[src/design/bss_pkg.sv]
// ----------------------------------------------------------------------------
// bss_pkg
// Shared types and constants for the blend segment select block: the
// breakpoint count, the weight format, register indexes and sequencer states.
// ----------------------------------------------------------------------------
package bss_pkg;

   localparam int MAX_POSES        = 7;
   localparam int WEIGHT_FRAC_BITS = 16;

   localparam int PARAM_W     = 16;
   localparam int WEIGHT_W    = WEIGHT_FRAC_BITS + 1;
   localparam int POSE_CNT_W  = $clog2(MAX_POSES + 1);
   localparam int POSE_IDX_W  = $clog2(MAX_POSES);
   localparam int CSR_INDEX_W = $clog2(MAX_POSES + 1);
   localparam int CSR_DATA_W  = 16;
   localparam int POSE_FLD_W  = 3;
   localparam int DIV_CNT_W   = $clog2(WEIGHT_FRAC_BITS + 1);

   localparam logic [CSR_INDEX_W-1:0] CSR_POSE_COUNT   = CSR_INDEX_W'(0);
   localparam logic [CSR_INDEX_W-1:0] CSR_BREAKPOINT_0 = CSR_INDEX_W'(1);

   localparam logic [WEIGHT_W-1:0] WEIGHT_ONE = {1'b1, {WEIGHT_FRAC_BITS{1'b0}}};

   typedef enum logic [1:0] {
      ST_IDLE,
      ST_SCAN,
      ST_DIV,
      ST_DONE
   } state_type;

endpackage

[src/design/bss_div.sv]
// ----------------------------------------------------------------------------
// bss_div
// Restoring divider that forms floor((num << WEIGHT_FRAC_BITS) / den) one
// quotient bit per cycle, for num below den.
// ----------------------------------------------------------------------------
module bss_div (
   input  logic                                 clock,
   input  logic                                 reset,
   input  logic                                 start,
   input  logic [bss_pkg::PARAM_W-1:0]          num,
   input  logic [bss_pkg::PARAM_W-1:0]          den,
   output logic                                 done,
   output logic [bss_pkg::WEIGHT_FRAC_BITS-1:0] quot
);
   import bss_pkg::*;

   logic                        busy_ff;
   logic                        done_ff;
   logic [DIV_CNT_W-1:0]        cnt_ff;
   logic [PARAM_W-1:0]          rem_ff;
   logic [PARAM_W-1:0]          den_ff;
   logic [WEIGHT_FRAC_BITS-1:0] quot_ff;

   logic [PARAM_W:0]   shifted;
   logic [PARAM_W:0]   diff;
   logic               fits;

   // The remainder stays below the divisor, so the shifted value fits in one
   // extra bit and a single trial subtraction decides each quotient bit.
   assign shifted = {rem_ff, 1'b0};
   assign diff    = shifted - {1'b0, den_ff};
   assign fits    = (shifted >= {1'b0, den_ff});

   always_ff @(posedge clock) begin
      if (reset) begin
         busy_ff <= 1'b0;
         done_ff <= 1'b0;
         cnt_ff  <= '0;
      end else begin
         done_ff <= 1'b0;
         if (start) begin
            busy_ff <= 1'b1;
            cnt_ff  <= DIV_CNT_W'(WEIGHT_FRAC_BITS);
         end else if (busy_ff) begin
            cnt_ff <= cnt_ff - 1'b1;
            if (cnt_ff == DIV_CNT_W'(1)) begin
               busy_ff <= 1'b0;
               done_ff <= 1'b1;
            end
         end
      end
   end

   always_ff @(posedge clock) begin
      if (start) begin
         rem_ff  <= num;
         den_ff  <= den;
         quot_ff <= '0;
      end else if (busy_ff) begin
         rem_ff  <= fits ? diff[PARAM_W-1:0] : shifted[PARAM_W-1:0];
         quot_ff <= {quot_ff[WEIGHT_FRAC_BITS-2:0], fits};
      end
   end

   assign done = done_ff;
   assign quot = quot_ff;

endmodule

[src/design/blend_segment_select.sv]
// ----------------------------------------------------------------------------
// blend_segment_select
// Finds the blend segment for a Q8.8 parameter and its Q1.16 weight.
// ----------------------------------------------------------------------------
// One transaction is taken at a time. A parameter equal to the previous one
// returns the held selection: the sequencer goes from idle straight to the
// done state and then loads the output register. Otherwise the sequencer walks
// the breakpoints one per cycle, comparing one breakpoint at a time, and a
// blend between two poses then goes through the restoring divider.
// The request side is stalled until the result has been moved into the output
// register; the result may wait there while the next transaction is accepted.
module blend_segment_select (
   input  logic                                  clock,
   input  logic                                  reset,
   input  logic                                  csr_wr_en,
   input  logic [bss_pkg::CSR_INDEX_W-1:0]       csr_index,
   input  logic [bss_pkg::CSR_DATA_W-1:0]        csr_wdata,
   input  logic                                  req_valid,
   output logic                                  req_stall,
   input  logic signed [bss_pkg::PARAM_W-1:0]    req_blend_param,
   output logic                                  rsp_valid,
   input  logic                                  rsp_stall,
   output logic                                  rsp_two_poses,
   output logic [bss_pkg::POSE_FLD_W-1:0]        rsp_source_index,
   output logic [bss_pkg::POSE_FLD_W-1:0]        rsp_dest_index,
   output logic [bss_pkg::WEIGHT_W-1:0]          rsp_dest_weight,
   output logic                                  rsp_reused
);
   import bss_pkg::*;

   state_type state_ff, state_in;

   logic [POSE_CNT_W-1:0]     pose_count_ff;
   logic signed [PARAM_W-1:0] bp_ff [MAX_POSES];

   logic signed [PARAM_W-1:0] last_param_ff;
   logic                      last_valid_ff;
   logic                      held_two_ff;
   logic [POSE_IDX_W-1:0]     held_source_ff;
   logic [POSE_IDX_W-1:0]     held_dest_ff;
   logic [WEIGHT_W-1:0]       held_weight_ff;
   logic                      reused_ff;
   logic [POSE_IDX_W-1:0]     idx_ff;
   logic signed [PARAM_W-1:0] prev_bp_ff;

   logic                      rsp_valid_ff;
   logic                      rsp_two_ff;
   logic [POSE_FLD_W-1:0]     rsp_source_ff;
   logic [POSE_FLD_W-1:0]     rsp_dest_ff;
   logic [WEIGHT_W-1:0]       rsp_weight_ff;
   logic                      rsp_reused_ff;

   logic [2:0]                count_field;
   logic [CSR_INDEX_W-1:0]    bp_sel;
   logic                      accept;
   logic                      repeat_hit;
   logic signed [PARAM_W-1:0] cur_bp;
   logic                      scan_ge;
   logic                      scan_single;
   logic                      scan_last;
   logic [POSE_IDX_W-1:0]     last_idx;
   logic                      out_free;
   logic                      div_start;
   logic                      div_done;
   logic [PARAM_W:0]          num_wide;
   logic [PARAM_W:0]          den_wide;
   logic [WEIGHT_FRAC_BITS-1:0] div_quot;

   // Configuration registers.
   assign count_field = csr_wdata[2:0];
   assign bp_sel      = csr_index - CSR_BREAKPOINT_0;

   always_ff @(posedge clock) begin
      if (reset) begin
         pose_count_ff <= POSE_CNT_W'(1);
         for (int i = 0; i < MAX_POSES; i++) begin
            bp_ff[i] <= '0;
         end
      end else if (csr_wr_en) begin
         if (csr_index == CSR_POSE_COUNT) begin
            // A count of zero means one pose; a count above the maximum saturates.
            if (count_field == 3'd0) begin
               pose_count_ff <= POSE_CNT_W'(1);
            end else if ({1'b0, count_field} > 4'(MAX_POSES)) begin
               pose_count_ff <= POSE_CNT_W'(MAX_POSES);
            end else begin
               pose_count_ff <= POSE_CNT_W'(count_field);
            end
         end else if ({1'b0, bp_sel} < (CSR_INDEX_W + 1)'(MAX_POSES)) begin
            bp_ff[bp_sel[POSE_IDX_W-1:0]] <= csr_wdata;
         end
      end
   end

   // Scan datapath: one breakpoint compared against the parameter per cycle.
   assign accept      = req_valid && (state_ff == ST_IDLE);
   assign repeat_hit  = last_valid_ff && (req_blend_param == last_param_ff);
   assign cur_bp      = bp_ff[idx_ff];
   assign scan_ge     = (cur_bp >= last_param_ff);
   assign scan_single = (cur_bp == last_param_ff) || (idx_ff == '0);
   assign last_idx    = POSE_IDX_W'(pose_count_ff - 1'b1);
   assign scan_last   = (idx_ff == last_idx);
   assign out_free    = !rsp_valid_ff || !rsp_stall;
   assign div_start   = (state_ff == ST_SCAN) && scan_ge && !scan_single;

   // The breakpoint below the one found is strictly below the parameter, so
   // both differences are positive and fit in the parameter width.
   assign num_wide = {last_param_ff[PARAM_W-1], last_param_ff} -
                     {prev_bp_ff[PARAM_W-1], prev_bp_ff};
   assign den_wide = {cur_bp[PARAM_W-1], cur_bp} - {prev_bp_ff[PARAM_W-1], prev_bp_ff};

   bss_div u_div (
      .clock (clock),
      .reset (reset),
      .start (div_start),
      .num   (num_wide[PARAM_W-1:0]),
      .den   (den_wide[PARAM_W-1:0]),
      .done  (div_done),
      .quot  (div_quot)
   );

   // Sequencer.
   always_ff @(posedge clock) begin
      if (reset) begin
         state_ff <= ST_IDLE;
      end else begin
         state_ff <= state_in;
      end
   end

   always_comb begin
      state_in = state_ff;
      unique case (state_ff)
         ST_IDLE: begin
            if (req_valid) begin
               state_in = repeat_hit ? ST_DONE : ST_SCAN;
            end
         end
         ST_SCAN: begin
            if (scan_ge) begin
               state_in = scan_single ? ST_DONE : ST_DIV;
            end else if (scan_last) begin
               state_in = ST_DONE;
            end
         end
         ST_DIV: begin
            if (div_done) begin
               state_in = ST_DONE;
            end
         end
         ST_DONE: begin
            if (out_free) begin
               state_in = ST_IDLE;
            end
         end
         default: begin
            state_in = ST_IDLE;
         end
      endcase
   end

   assign req_stall = (state_ff != ST_IDLE);

   // Held selection and scan state.
   always_ff @(posedge clock) begin
      if (reset) begin
         last_param_ff  <= '0;
         last_valid_ff  <= 1'b0;
         held_two_ff    <= 1'b0;
         held_source_ff <= '0;
         held_dest_ff   <= '0;
         held_weight_ff <= WEIGHT_ONE;
         reused_ff      <= 1'b0;
         idx_ff         <= '0;
         prev_bp_ff     <= '0;
      end else begin
         if (accept) begin
            reused_ff <= repeat_hit;
            if (!repeat_hit) begin
               last_param_ff <= req_blend_param;
               last_valid_ff <= 1'b1;
               idx_ff        <= '0;
            end
         end
         if (state_ff == ST_SCAN) begin
            prev_bp_ff <= cur_bp;
            if (scan_ge) begin
               held_dest_ff <= idx_ff;
               if (scan_single) begin
                  held_two_ff    <= 1'b0;
                  held_source_ff <= '0;
                  held_weight_ff <= WEIGHT_ONE;
               end else begin
                  held_two_ff    <= 1'b1;
                  held_source_ff <= idx_ff - 1'b1;
               end
            end else if (scan_last) begin
               // Above every breakpoint in use: the last pose alone.
               held_two_ff    <= 1'b0;
               held_source_ff <= '0;
               held_dest_ff   <= idx_ff;
               held_weight_ff <= WEIGHT_ONE;
            end else begin
               idx_ff <= idx_ff + 1'b1;
            end
         end
         if (div_done) begin
            held_weight_ff <= {1'b0, div_quot};
         end
      end
   end

   // Output register.
   always_ff @(posedge clock) begin
      if (reset) begin
         rsp_valid_ff <= 1'b0;
      end else if ((state_ff == ST_DONE) && out_free) begin
         rsp_valid_ff <= 1'b1;
      end else if (!rsp_stall) begin
         rsp_valid_ff <= 1'b0;
      end
   end

   always_ff @(posedge clock) begin
      if ((state_ff == ST_DONE) && out_free) begin
         rsp_two_ff    <= held_two_ff;
         rsp_source_ff <= POSE_FLD_W'(held_source_ff);
         rsp_dest_ff   <= POSE_FLD_W'(held_dest_ff);
         rsp_weight_ff <= held_weight_ff;
         rsp_reused_ff <= reused_ff;
      end
   end

   assign rsp_valid        = rsp_valid_ff;
   assign rsp_two_poses    = rsp_two_ff;
   assign rsp_source_index = rsp_source_ff;
   assign rsp_dest_index   = rsp_dest_ff;
   assign rsp_dest_weight  = rsp_weight_ff;
   assign rsp_reused       = rsp_reused_ff;

endmodule

[config.mk]
export PLATFORM = sky130hd
export DESIGN_NAME = blend_segment_select
export DESIGN_NICKNAME = d
export VERILOG_FILES = /design/src/design/bss_pkg.sv /design/src/design/bss_div.sv /design/src/design/blend_segment_select.sv
export SDC_FILE = /design/constraint.sdc
export NUM_CORES = 1
export LEC_CHECK = 0
export BUFFER_PORTS_ARGS = -buffer_cell sky130_fd_sc_hd__buf_4
export CORE_ASPECT_RATIO = 0.9
export CORE_MARGIN = 10
export CORE_UTILIZATION = 60
export DETAILED_ROUTE_END_ITERATION = 10
export PLACE_DENSITY = 0.89
export SYNTH_ARGS = -nofsm -noshare
export SYNTH_HDL_FRONTEND = slang
export SYNTH_HIERARCHICAL = 1
export SYNTH_SLANG_ARGS = --single-unit
[constraint.sdc]
create_clock -name clock -period 6.25 [get_ports clock]
set_clock_uncertainty 0.1 [all_clocks]
set_input_delay 0.625 -clock clock [delete_from_list [all_inputs] [get_ports clock]]
set_output_delay 0.625 -clock clock [all_outputs]
set_load 0.05 [all_outputs]
==> summary.txt <==
Run status
  – Status: completed

Final layout
  – # diodes: 0
  – Post-Layout Inst Area: approximately 16000 sq um
  – NumNets Final: about 1500
  – Layout area overhead: 11.65%
  – Share of cells above drive strength 1: 0.1630
  – Utilization after layout: 0.6783

Critical path
  – Crit path max fanout: 53
  – Req. time, crit path: 6.33 ns
  – R2R cell count: 12
  – Setup crit end kind: register
  – Critical-path cell list: buf_4 > mux4_2 > nand2_1 > nand2_1 > ha_1 > nand4_2 > nor3_2 > a21oi_2 > and3_1 > nor2_2 > and2_2 > or2_2
  – Most common cell on crit path: nand2_1
  – WP data arrival: 4.99 ns
  – R2R setup slack: 1.34 ns
  – Slowest-stage cell, CP: dfxtp_2
  – Critical path type: register to register
  – Crit-path leading delay family: simple AND/OR/NAND/NOR gates
  – Kind of start point of the critical path: register
  – Crit-path max cell delay: around 0.85 ns
  – CP Buf/Inv Count: 1
  – Crit. path cell count: 12

Die
  – Die ar.: a little over 30000 sq um
  – Row cnt: 53
  – Initial core utilization: 0.6076
  – Die Y: ~170 um
  – Num ports: 67
  – Core Area: around 23000 sq um
  – Die Wd: roughly 180 um

Hold path
  – HP Class: input pin to register
  – Hold path cells: 3

Yosys
  – Sequential share of the synthesized area: 0.5075
  – Cell Area, Synth: 14180 sq um
  – Flops & latches, synth: between 200 and 300
  – Synth top area cells: edfxtp_1 36%, dfxtp_1 15%, ha_1 6.6%, mux4_2 5.1%, nor2_1 5.1%
  – Mapped Cells: approximately 1300
  – Asr flop ratio synth: 0
  – Post-synth top area share: 0.3578
  – Post-synth cell types: 86
  – Yosys warns: 6
  – Top FF cell, synth: edfxtp_1
  – Cell accounting for the most synthesized area: edfxtp_1
  – Syn Area/Cell: approximately 11 sq um
  – Post-synth EDFFs: 169

Power and ir drop
  – Cell Int Power: 0.003647 W
  – Power per cell area: 341.4 nW/um^2
  – Sw Ratio: 0.3254
  – Sw power: between 0.0015 and 0.002 W
  – Max VDD drop: 293.4 uV
  – Flop pwr share: 0.410
  – Leakage: between 6 and 7 nW
  – Comb power frac: 0.302
  – Proportion of power drawn by the clock network: 0.288

STA
  – Final hold slack: ~0.25 ns
  – Slew @ Worst Pin: approximately 1 ns
  – Min Tclk post-route: around 4.9 ns
  – Maximum clock rate: 203.7 MHz
  – Max Slew Vio Count: 0
  – Fin. Hold Viols: 0
  – RSZ-0062 raised after global routing: no
  – Final Cycle Share: 0.7856
  – Slew margin rel.: 0.3149
  – Final setup TNS: 0 ns
  – Final setup viols: 0

CTS
  – Hold buffers post-CTS: 0
  – Clk sinks: 275
  – Root Driver: clkbuf_16
  – Post-cts resize count: 0
  – CTS tree: yes
  – H-Tree Depth: 1
  – Max clock buf depth: 3
  – Postcts setup bufs: 0
  – Worst-Skew Late Latency: between 0.5 and 0.6 ns
  – Num CTS Buffers: 27
  – Clock Pin Slew Worst Setup and Hold Paths: 0.07 ns

GRT
  – First-pass GRT wire length: about 53 mm
  – Vias in the first global route: about 10000
  – Total gr overflow: 0
  – Antenna violations before repair: 0
  – Total GRT Usage: 0.2113
  – Largest net degree at the start of global routing: 55

Drt
  – Vias: approximately 10000
  – DR vias/cell: 5.967
  – # DRC: 0
  – Detail Route Antenna Nets: 0
  – DR iter-0 viols: ~1100
  – 1st-pass router iterations: 5
  – Detailed Route WL: between 30 and 40 mm
  – Routed len/inst: slightly below 20 um

Placement
  – PortBufs: 66
  – RePlAce Congestion: between 0.9 and 1
  – Area after DPL: ~15000 sq um
  – Detailed placement HPWL: roughly 23 mm

Flow run
  – Max_cap viols: 0
-- synth_stat cells, drive strengths merged (25+ instances only) --
master	count
xnor2	49
clkbuf	25
a21oi	87
nand2	128
edfxtp	169
buf	29
ha	75
nor2	191
nor2b	29
dfxtp	106
inv	94
o21ai	49
mux2i	47
mux4	32
-- logic make-up (layout without fill, tap and decap cells) --
logic type / after synthesis / in the layout / share of synthesized area
compound gates: 223 / 223 / 0.1123
simple gates: 437 / 437 / 0.1428
flops: 275 / 275 / 0.5075
mux: 80 / 80 / 0.08478
buf+inv: 149 / 229 / 0.04376
other cells: 1 / 16 / 0.0002644
xor+xnor: 61 / 61 / 0.03820
fa+ha+maj: 78 / 78 / 0.07040
-- state kept, by name, indices dropped and copies added, names as in the netlist, 5 cells and up --
name	count
u_div/quot	16
u_div/den_ff	16
u_div/cnt_ff	5
rsp_dest_weight	17
bp_ff	128
u_div/rem_ff	16
last_param_ff	16
held_weight_ff	17
prev_bp_ff	16
-- cell usage in the layout (no fill, tap or decap), types with 10 or more instances in the layout --
| cell type | n |
|---|---|
| o21ai_1 | 14 |
| nand3_1 | 10 |
| nor2b_1 | 28 |
| a21o_1 | 10 |
| mux4_2 | 32 |
| nand4_1 | 10 |
| nor3_1 | 11 |
| clkbuf_16 | 27 |
| a21oi_2 | 19 |
| a311oi_1 | 13 |
| nand2_1 | 127 |
| o21ai_0 | 18 |
| mux2i_1 | 47 |
| a21oi_1 | 68 |
| nor2_1 | 190 |
| ha_1 | 75 |
| conb_1 | 16 |
| buf_4 | 84 |
| nand2b_1 | 13 |
| edfxtp_1 | 169 |
| xnor2_1 | 48 |
| xor2_1 | 12 |
| o21ai_2 | 16 |
| clkbuf_1 | 14 |
| inv_1 | 94 |
| dfxtp_1 | 105 |
-- power groups by stage --
stage,clock network (W),registers (W),logic (W)
finish,0.00156,0.00222,0.00163
global route,0.00164,0.00223,0.00179
CTS,0.00156,0.00221,0.00161
detailed placement,0,0.00225,0.00159
global placement,0,0.00224,0.00154
floorplan,0,0.00228,0.00117
-- worst reg2reg max path, stage by stage, from the launching register on --
cell and delay (ns):
dfxtp_2 0.85, buf_4 0.35, mux4_2 0.53, nand2_1 0.10
nand2_1 0.09, ha_1 0.34, nand4_2 0.16, nor3_2 0.22
a21oi_2 0.10, and3_1 0.19, nor2_2 0.15, and2_2 0.85
or2_2 0.52
-- area by class of cell --
type                            count  area (sq um)
Tap cell                          302         377.9
Clock inverter                      9         98.84
Multi-Input combinational cell    895          6442
Fill cell                        1643          7508
Timing Repair Buffer               84         630.6
Sequential cell                   275          7198
Clock buffer                       41         728.2
Inverter                           95         357.8
-- path summary, 6_finish.rpt --
kind                    endpoint                 from
min reg2reg  rsp_dest_weight[11]   held_weight_ff[11]
max reg2reg     u_div/rem_ff[14]            idx_ff[0]
min            last_param_ff[11]  req_blend_param[11]
max             u_div/rem_ff[14]            idx_ff[0]
-- per-layer routing --
| layer | track usage | share of wire | vias up |
|---|---|---|---|
| met5 | 0 | 0 | - |
| met4 | 0.05373 | 0.022 | 0 |
| met2 | 0.3563 | 0.49 | 428 |
| li1 | - | - | 4751 |
| met3 | 0.02962 | 0.072 | 65 |
| met1 | 0.2800 | 0.42 | 4906 |
-- metrics by stage --
stage / setup slack [ns] / instances / power [W]
global route: 0.9272 / 1701 / 0.005654
CTS: 1.308 / 1701 / 0.005374
finish: 1.340 / 1701 / 0.005406
floorplan: 1.670 / 1319 / 0.003450
detailed placement: 1.323 / 1651 / 0.003839
global placement: 1.442 / 1651 / 0.003783
Power figures use the tool's default switching activity.
